--- src/rtl/core/pgbs_pkg.sv ---
`default_nettype none
// ----------------------------------------------------------------------------
// pgbs_pkg: shared definitions for the projectile gravity and bounce step core
// Command, status and register codes, field widths and the rounding helper.
// ----------------------------------------------------------------------------
package pgbs_pkg;

    localparam int unsigned WORD_W   = 32;
    localparam int unsigned NORM_W   = 16;
    localparam int unsigned BUDGET_W = 7;
    localparam int unsigned GRAV_W   = 12;
    localparam int unsigned BOUNCE_W = 8;
    localparam int unsigned CMD_W    = 2;
    localparam int unsigned STATUS_W = 2;
    localparam int unsigned CFG_IDX_W = 1;

    // Input tdata: seven words, three normals, the solid flag, padded to bytes.
    localparam int unsigned IN_DATA_W  = 280;
    localparam int unsigned OUT_DATA_W = 288;

    localparam int unsigned DOT_SHIFT  = 11;
    localparam int unsigned NORM_SHIFT = 12;
    localparam int unsigned IMP_SHIFT  = 7;

    localparam logic [CMD_W-1:0] CMD_TICK    = 2'd0;
    localparam logic [CMD_W-1:0] CMD_CONTACT = 2'd1;
    localparam logic [CMD_W-1:0] CMD_SPAWN   = 2'd2;

    localparam logic [STATUS_W-1:0] ST_NONE    = 2'd0;
    localparam logic [STATUS_W-1:0] ST_BOUNCED = 2'd1;
    localparam logic [STATUS_W-1:0] ST_EXPIRED = 2'd2;
    localparam logic [STATUS_W-1:0] ST_IMPULSE = 2'd3;

    localparam logic [CFG_IDX_W-1:0] CFG_BUDGET = 1'b0;
    localparam logic [CFG_IDX_W-1:0] CFG_GRAV   = 1'b1;

    localparam logic [BUDGET_W-1:0] BUDGET_RST = 7'd3;
    localparam logic [GRAV_W-1:0]   GRAV_RST   = 12'h05a;

    typedef logic [WORD_W-1:0] t_word;

    // Signed divide by 2^k, rounded toward zero: bias negatives, then shift.
    function automatic t_word f_div_pow2(input t_word v, input int unsigned k);
        t_word bias;
        t_word sum;
        bias = v[WORD_W-1] ? ((t_word'(1) << k) - t_word'(1)) : '0;
        sum  = v + bias;
        return t_word'($signed(sum) >>> k);
    endfunction

endpackage
`default_nettype wire

--- src/rtl/core/projectile_gravity_bounce_step_core.sv ---
`default_nettype none
// ----------------------------------------------------------------------------
// projectile_gravity_bounce_step_core: single projectile integrator
// Spawn, gravity tick with terrain bounce, and contact impulse response.
// ----------------------------------------------------------------------------
// The core holds one projectile (position, velocity, bounce counter) and takes
// one command transaction at a time on the slave stream; each command returns
// exactly one result transaction with the full state after the command, a
// status code and the impulse (zero unless the status says impulse issued).
// A spawn, an ignored contact or an unused command goes straight to the result
// state; a tick first runs the gravity step and the bounce check, and a contact
// against a solid target runs the dot product terms and their scaling, then the
// three velocity corrections only when the dot product comes out negative. The
// slave side is ready again on the cycle after the result is loaded.
// Contacts use the one 32x16 multiplier, which serves the three dot product
// terms and then the three correction products in turn, with a register
// after every product. The slave side is ready only while the sequencer
// is idle; a finished result sits in the output register, so the next
// command is taken while the previous result still waits.
// Configuration writes (bounce budget, gravity step) are taken at any edge
// with the write enable high and should only be issued while the core is idle.

module projectile_gravity_bounce_step_core (
    input  wire                              i_clk,
    input  wire                              i_rst_n,
    // Configuration write port.
    input  wire                              i_cfg_we,
    input  wire [pgbs_pkg::CFG_IDX_W-1:0]    i_cfg_idx,
    input  wire [pgbs_pkg::GRAV_W-1:0]       i_cfg_data,
    // Command stream.
    input  wire                              s_axis_tvalid,
    output logic                             s_axis_tready,
    // tdata from bit 0 up: spawn_pos_x, spawn_pos_y, spawn_pos_z, spawn_vel_x,
    // spawn_vel_y, spawn_vel_z, ground_height, normal_x, normal_y, normal_z,
    // target_solid, zero padding.
    input  wire [pgbs_pkg::IN_DATA_W-1:0]    s_axis_tdata,
    // tuser from bit 0 up: cmd.
    input  wire [pgbs_pkg::CMD_W-1:0]        s_axis_tuser,
    // Result stream.
    output logic                             m_axis_tvalid,
    input  wire                              m_axis_tready,
    // tdata from bit 0 up: out_pos_x, out_pos_y, out_pos_z, out_vel_x,
    // out_vel_y, out_vel_z, impulse_x, impulse_y, impulse_z.
    output logic [pgbs_pkg::OUT_DATA_W-1:0]  m_axis_tdata,
    // tuser from bit 0 up: status.
    output logic [pgbs_pkg::STATUS_W-1:0]    m_axis_tuser
);
    import pgbs_pkg::*;

    // Sequencer states.
    localparam logic [3:0] S_IDLE   = 4'd0;
    localparam logic [3:0] S_TICK   = 4'd1;
    localparam logic [3:0] S_BOUNCE = 4'd2;
    localparam logic [3:0] S_DOT0   = 4'd3;
    localparam logic [3:0] S_DOT1   = 4'd4;
    localparam logic [3:0] S_DOT2   = 4'd5;
    localparam logic [3:0] S_DOT3   = 4'd6;
    localparam logic [3:0] S_DIV    = 4'd7;
    localparam logic [3:0] S_CX     = 4'd8;
    localparam logic [3:0] S_CY     = 4'd9;
    localparam logic [3:0] S_CZ     = 4'd10;
    localparam logic [3:0] S_CW     = 4'd11;
    localparam logic [3:0] S_DONE   = 4'd12;

    logic [3:0] r_state;
    logic [3:0] n_state;

    // Configuration registers.
    logic [BUDGET_W-1:0] r_budget;
    logic [GRAV_W-1:0]   r_grav;

    // Projectile state.
    t_word r_pos_x, r_pos_y, r_pos_z;
    t_word r_vel_x, r_vel_y, r_vel_z;
    logic [BOUNCE_W-1:0] r_bounces;

    // Per-command working registers.
    t_word r_ground;
    logic [NORM_W-1:0] r_nx, r_ny, r_nz;
    t_word r_prod;
    t_word r_acc;
    t_word r_dot;
    t_word r_imp_x, r_imp_y, r_imp_z;
    logic [STATUS_W-1:0] r_status;

    // Result register.
    logic                  r_m_valid;
    logic [OUT_DATA_W-1:0] r_m_data;
    logic [STATUS_W-1:0]   r_m_user;

    // Shared multiplier operands and product (low 32 bits).
    t_word             w_mul_a;
    logic [NORM_W-1:0] w_mul_b;
    t_word             w_mul_y;

    // Bounce decision.
    logic              w_hit;
    logic [BOUNCE_W-1:0] w_bounces_dec;
    t_word             w_dot;
    logic              w_accept;
    logic              w_out_free;

    assign w_accept   = s_axis_tvalid && s_axis_tready;
    assign w_out_free = !r_m_valid || m_axis_tready;

    assign s_axis_tready = (r_state == S_IDLE);
    assign m_axis_tvalid = r_m_valid;
    assign m_axis_tdata  = r_m_data;
    assign m_axis_tuser  = r_m_user;

    // The multiplier is steered by the sequencer: dot product terms first,
    // then the dot times each normal component.
    always_comb begin
        case (r_state)
            S_DOT0: begin
                w_mul_a = r_vel_x;
                w_mul_b = r_nx;
            end
            S_DOT1: begin
                w_mul_a = r_vel_y;
                w_mul_b = r_ny;
            end
            S_DOT2: begin
                w_mul_a = r_vel_z;
                w_mul_b = r_nz;
            end
            S_CX: begin
                w_mul_a = r_dot;
                w_mul_b = r_nx;
            end
            S_CY: begin
                w_mul_a = r_dot;
                w_mul_b = r_ny;
            end
            S_CZ: begin
                w_mul_a = r_dot;
                w_mul_b = r_nz;
            end
            default: begin
                w_mul_a = r_vel_x;
                w_mul_b = r_nx;
            end
        endcase
    end

    assign w_mul_y = w_mul_a * {{(WORD_W-NORM_W){w_mul_b[NORM_W-1]}}, w_mul_b};

    // A bounce needs a downward (positive) velocity and a height past the
    // terrain; y grows downward so "past" is a signed greater-than.
    assign w_hit = !r_vel_y[WORD_W-1] && (r_vel_y != '0) &&
                   ($signed(r_pos_y) > $signed(r_ground));
    assign w_bounces_dec = r_bounces - BOUNCE_W'(1);

    assign w_dot = f_div_pow2(r_acc, DOT_SHIFT);

    always_comb begin
        case (r_state)
            S_IDLE: begin
                if (w_accept) begin
                    case (s_axis_tuser)
                        CMD_TICK:    n_state = S_TICK;
                        CMD_CONTACT: n_state = s_axis_tdata[272] ? S_DOT0 : S_DONE;
                        default:     n_state = S_DONE;
                    endcase
                end else begin
                    n_state = S_IDLE;
                end
            end
            S_TICK:   n_state = S_BOUNCE;
            S_BOUNCE: n_state = S_DONE;
            S_DOT0:   n_state = S_DOT1;
            S_DOT1:   n_state = S_DOT2;
            S_DOT2:   n_state = S_DOT3;
            S_DOT3:   n_state = S_DIV;
            S_DIV:    n_state = w_dot[WORD_W-1] ? S_CX : S_DONE;
            S_CX:     n_state = S_CY;
            S_CY:     n_state = S_CZ;
            S_CZ:     n_state = S_CW;
            S_CW:     n_state = S_DONE;
            S_DONE:   n_state = w_out_free ? S_IDLE : S_DONE;
            default:  n_state = S_IDLE;
        endcase
    end

    // Control state and architectural state.
    always_ff @(posedge i_clk) begin
        if (!i_rst_n) begin
            r_state   <= S_IDLE;
            r_budget  <= BUDGET_RST;
            r_grav    <= GRAV_RST;
            r_pos_x   <= '0;
            r_pos_y   <= '0;
            r_pos_z   <= '0;
            r_vel_x   <= '0;
            r_vel_y   <= '0;
            r_vel_z   <= '0;
            r_bounces <= '0;
            r_m_valid <= 1'b0;
        end else begin
            r_state <= n_state;

            if (i_cfg_we) begin
                case (i_cfg_idx)
                    CFG_BUDGET: r_budget <= i_cfg_data[BUDGET_W-1:0];
                    CFG_GRAV:   r_grav   <= i_cfg_data;
                    default:    r_grav   <= r_grav;
                endcase
            end

            case (r_state)
                S_IDLE: begin
                    if (w_accept && (s_axis_tuser == CMD_SPAWN)) begin
                        r_pos_x   <= s_axis_tdata[31:0];
                        r_pos_y   <= s_axis_tdata[63:32];
                        r_pos_z   <= s_axis_tdata[95:64];
                        r_vel_x   <= s_axis_tdata[127:96];
                        r_vel_y   <= s_axis_tdata[159:128];
                        r_vel_z   <= s_axis_tdata[191:160];
                        r_bounces <= {1'b0, r_budget};
                    end
                end
                S_TICK: begin
                    r_pos_x <= r_pos_x + r_vel_x;
                    r_pos_y <= r_pos_y + r_vel_y;
                    r_pos_z <= r_pos_z + r_vel_z;
                    r_vel_y <= r_vel_y + {{(WORD_W-GRAV_W){1'b0}}, r_grav};
                end
                S_BOUNCE: begin
                    if (w_hit) begin
                        // Negated and halved toward zero; the velocity is
                        // positive here, so this is minus half its magnitude.
                        r_pos_y   <= r_ground;
                        r_bounces <= w_bounces_dec;
                        r_vel_y   <= t_word'(0) - {1'b0, r_vel_y[WORD_W-1:1]};
                    end
                end
                S_CY: r_vel_x <= r_vel_x - f_div_pow2(r_prod, NORM_SHIFT);
                S_CZ: r_vel_y <= r_vel_y - f_div_pow2(r_prod, NORM_SHIFT);
                S_CW: r_vel_z <= r_vel_z - f_div_pow2(r_prod, NORM_SHIFT);
                default: begin
                    r_pos_x <= r_pos_x;
                end
            endcase

            if ((r_state == S_DONE) && w_out_free) begin
                r_m_valid <= 1'b1;
            end else if (m_axis_tready) begin
                r_m_valid <= 1'b0;
            end
        end
    end

    // Working registers and the result payload; no reset needed.
    always_ff @(posedge i_clk) begin
        r_prod <= w_mul_y;

        case (r_state)
            S_IDLE: begin
                if (w_accept) begin
                    r_status <= ST_NONE;
                    r_imp_x  <= '0;
                    r_imp_y  <= '0;
                    r_imp_z  <= '0;
                    r_ground <= s_axis_tdata[223:192];
                    r_nx     <= s_axis_tdata[239:224];
                    r_ny     <= s_axis_tdata[255:240];
                    r_nz     <= s_axis_tdata[271:256];
                end
            end
            S_BOUNCE: begin
                if (w_hit) begin
                    r_status <= (w_bounces_dec == '0) ? ST_EXPIRED : ST_BOUNCED;
                end
            end
            S_DOT1: r_acc <= r_prod;
            S_DOT2: r_acc <= r_acc + r_prod;
            S_DOT3: r_acc <= r_acc + r_prod;
            S_DIV: begin
                r_dot <= w_dot;
                if (w_dot[WORD_W-1]) begin
                    // Impulse uses the velocity from before the correction.
                    r_status <= ST_IMPULSE;
                    r_imp_x  <= r_vel_x << IMP_SHIFT;
                    r_imp_y  <= r_vel_y << IMP_SHIFT;
                    r_imp_z  <= r_vel_z << IMP_SHIFT;
                end
            end
            S_DONE: begin
                if (w_out_free) begin
                    r_m_data <= {r_imp_z, r_imp_y, r_imp_x,
                                 r_vel_z, r_vel_y, r_vel_x,
                                 r_pos_z, r_pos_y, r_pos_x};
                    r_m_user <= r_status;
                end
            end
            default: begin
                r_acc <= r_acc;
            end
        endcase
    end

    // The core takes one command and then drops ready before taking another.
    a_busy_after_accept: assert property (@(posedge i_clk) disable iff (!i_rst_n)
        s_axis_tvalid && s_axis_tready |=> !s_axis_tready)
        else $error("command accepted while previous one still in progress");

    // A new result only appears out of the final sequencer state.
    a_result_from_done: assert property (@(posedge i_clk) disable iff (!i_rst_n)
        $rose(m_axis_tvalid) |-> $past(r_state) == S_DONE)
        else $error("result raised outside the completion state");

    // The correction pass only runs on a negative dot product.
    a_corr_needs_neg_dot: assert property (@(posedge i_clk) disable iff (!i_rst_n)
        (r_state == S_CX) |-> r_dot[WORD_W-1])
        else $error("normal correction started with non-negative dot product");

    // Impulse fields are zero unless an impulse is reported.
    a_impulse_zero: assert property (@(posedge i_clk) disable iff (!i_rst_n)
        m_axis_tvalid && (m_axis_tuser != ST_IMPULSE) |->
            (m_axis_tdata[OUT_DATA_W-1:192] == '0))
        else $error("impulse reported without impulse status");

endmodule
`default_nettype wire

--- config.mk ---
export PLATFORM = sky130hd
export DESIGN_NAME = projectile_gravity_bounce_step_core
export DESIGN_NICKNAME = d
export VERILOG_FILES = /design/src/rtl/core/pgbs_pkg.sv /design/src/rtl/core/projectile_gravity_bounce_step_core.sv
export SDC_FILE = /design/constraint.sdc
export NUM_CORES = 2
export LEC_CHECK = 0
export ABC_AREA = 1
export BUFFER_PORTS_ARGS = -buffer_cell sky130_fd_sc_hd__buf_2
export CORE_MARGIN = 2
export CORE_UTILIZATION = 55
export DETAILED_ROUTE_END_ITERATION = 7
export GPL_ROUTABILITY_DRIVEN = 0
export GPL_TIMING_DRIVEN = 0
export PLACE_DENSITY = 0.79
export SLEW_MARGIN = 10
export SYNTH_ARGS = -nofsm -noshare
export SYNTH_HDL_FRONTEND = slang
export SYNTH_SLANG_ARGS = --single-unit
--- constraint.sdc ---
create_clock -name i_clk -period 14.8 [get_ports i_clk]
set_clock_uncertainty 0.15 [all_clocks]
set_input_delay 2.96 -clock i_clk [delete_from_list [all_inputs] [get_ports i_clk]]
set_output_delay 2.96 -clock i_clk [all_outputs]
set_load 0.02 [all_outputs]
==> metrics.md <==
| Metric | Value |
|---|---|
| CTS H-Tree Depth | 3 |
| Post-CTS Setup Inserts | 0 |
| Synth area leaders | edfxtp_1 27%, fa_1 12%, dfxtp_1 9.5%, nand2_1 9.3%, ha_1 8.5% |
| Predominant post-synthesis flop cell | edfxtp_1 |
| Area taken by multi-input logic gates | 30,300 um2 |
| Min Tclk post-route | 9360 ps |
| Final worst-path cycle share | 63.3% |
| Max-cap viol count | 0 |
| Worst Hold Class | flip-flop to flip-flop |
| Worst Path Max Fanout | 10 |
| Placement Setup Slack | 5850 ps |
| Drt wl/cell | 23.5 um |
| Arrival @ worst endpoint | 9850 ps |
| Post-DP HPWL | between 150 and 200 mm |
| # port buffers | 562 |
| Status | finished, violations left |
| Row count | 114 |
| CTS Buf Count | 80 |
| Total Routing Usage GR | 39.3% |
| Post-synthesis cell area | around 54,000 um2 |
| Worst Tran Pin Value | 1360 ps |
| Synth async-reset ratio | 0% |
| Setup_tns | 0 ps |
| CTS tree | built |
| Final Max Tran Viols | 0 |
| CTS clk-pin slew, worst paths | ~70 ps |
| Crit Path Class | flip-flop to flip-flop |
| Cell accounting for the most synthesized area | edfxtp_1 |
| Core ar. | between 90,000 and 100,000 um2 |
| Largest net degree at the start of global routing | 35 |
| Vias | 52,500 |
| Most common cell in the netlist | nand2_1 |
| Global routing usage on met3 | 13.5% |
| Met1 Use GR | 46.8% |
| Mapped Avg Cell Area | approximately 8.2 um2 |
| Grt total ovfl | 0 |
| Final WL | 202 mm |
| CTS Root Cell | clkbuf_16 |
| Post-cts repair resize count | 0 |
| Hold Violations, Final | 0 |
| Clk buf depth | 3 |
| RSZ-0062 raised after global routing | false |
| Initial core utilization | between 50% and 60% |
| Setup WS post-layout | 5440 ps |
| Global-route wire length before repair | 294 mm |
| Layout cells sized above 1 | 11.8% |
| Reg area | a little under 20,000 um2 |
| Netlist cell types | 63 |
| Fill count | 8,163 |
| EDFF count, synth | 479 |
| Mapped Cells | 6,571 |
| Synth top area share | 26.6% |
| Boundary Pins | 592 |
| Cell Area, Placed | 59,000 um2 |
| Final Cell Area | 61,800 um2 |
| WP data required | ~15,000 ps |
| Clk Latency, worst-skew pair | approximately 700 ps |
| Number of setup violations in the final report | 0 |
| Worst path slowest cell | clkbuf_1 |
| Vias per cell | 6.09 |
| Die Area | between 100,000 and 150,000 um2 |
| Register area share after synthesis | 36.1% |
| DRT antenna net count | 0 |
| Slew margin rel. | 8.91% |
| Initial antenna violation count | 22 |
| Vias in the first global route | 50,100 |
| #FFs+latches synth | 735 |
| Clock Sinks | between 700 and 800 |
| Die Ht | 317 um |
| Met2 GRT Util | between 50 and 60% |
| Fmax | 0.107 GHz |
| 1st-iter DRT viols | 6,875 |
| DR pass1 iterations | 8 |
| Fin nets | 8,234 |
| Slowest Stage Delay on Critical Path | 720 ps |
| Violated checks | design-rule violations |
| Critical Path Source Type | flip-flop |
| Die Wd | 317 um |
| Gr busiest metal | met2 |
| Endpoint class of the critical path | flip-flop |
| DRC | 2 |
| Post-CTS Hold Buffers | 0 |
| Area grow syn2layout | 14.3% |
| Syn. warnings | 0 |
| Commonest cells in the netlist | 1,342 x nand2_1, 891 x inv_1, 778 x nor2_1 |
per-layer routing:
metal	vias to the layer above	routed length, um
li1	23100	-
met1	24200	68300
met2	4018	84500
met3	1163	30000
met4	18	19500
met5	-	106
cells in the final DEF (no fill, tap or decap), types with 39 or more instances in the layout:
cell type,n
nor2_1,775
nand2_1,1342
or2_2,39
inv_1,891
dfxtp_1,256
a21oi_1,513
o21ai_0,395
fa_1,311
buf_2,583
xnor2_1,63
edfxtp_1,479
clkbuf_16,82
nor3_1,88
ha_1,367
nand3_1,261
xor2_1,110
o21bai_1,44
clkbuf_1,148
nand4_1,48
o211ai_1,68
per-stage QoR:
| step | std cells | hold slack [ps] | utilization (%) |
|---|---|---|---|
| floorplan | 6591 | 250 | - |
| global placement | 8429 | 251 | 60.3 |
| detailed placement | 8450 | 255 | 60.8 |
| CTS | 8599 | 256 | 63.6 |
| global route | 8602 | 255 | 63.6 |
| finish | 8612 | 257 | 63.7 |
final timing paths:
check	from	endpoint	slack, ps	cells after the start
worst max-delay path	r_state[0]	r_prod[29]	5440	30
worst min-delay path	r_status[0]	m_axis_tuser[0]	260	0
worst max register to register	r_state[0]	r_prod[29]	5440	30
worst min register to register	r_status[0]	m_axis_tuser[0]	260	0
critical path: cells and delay by family, from the launching register on:
| kind | cells | cell delay, ps |
|---|---|---|
| XOR/XNOR | 1 | 160 |
| buffers and inverters | 7 | 1560 |
| AND/OR/NAND/NOR | 12 | 2790 |
| adder cells (fa/ha/maj) | 7 | 3590 |
| flip-flops | 1 | 420 |
| AO/OA/AOI/OAI | 3 | 560 |
registers in the layout, indices dropped and copies added, names as in the netlist, 2 cells and up:
| name | cells |
|---|---|
| m_axis_tdata | 267 |
| m_axis_tuser | 2 |
| r_acc | 32 |
| r_bounces | 8 |
| r_budget | 7 |
| r_dot | 21 |
| r_grav | 12 |
| r_ground | 32 |
| r_imp_x | 25 |
| r_imp_y | 25 |
| r_imp_z | 25 |
| r_nx | 16 |
| r_ny | 16 |
| r_nz | 16 |
| r_pos_x | 32 |
| r_pos_y | 32 |
| r_pos_z | 32 |
| r_prod | 32 |
| r_state | 4 |
| r_status | 2 |
| r_vel_x | 32 |
| r_vel_y | 32 |
| r_vel_z | 32 |
cell families after synthesis:
kind of cell / count (synthesis) / share of synthesized area [%]
xor+xnor: 174 / 2.82
other cells: 1 / 0.00694
compound gates: 1230 / 13.0
simple gates: 2629 / 20.0
mux: 4 / 0.0741
buf+inv: 1120 / 8.02
flops: 735 / 36.1
fa+ha+maj: 678 / 20.0
cell type report:
cell class | instances | area share (%)
Timing Repair Buffer | 583 | 5.34
Clock buffer | 105 | 3.59
Tap cell | 1276 | 2.59
Buffer | 190 | 1.36
Inverter | 930 | 5.65
Antenna cell | 13 | 0.0527
Multi-Input combinational cell | 4736 | 49.1
Sequential cell | 735 | 31.6
Clock inverter | 44 | 0.774
Power is not shown: default switching activity piles up to over one toggle a cycle in this logic, so the estimate is an artifact.
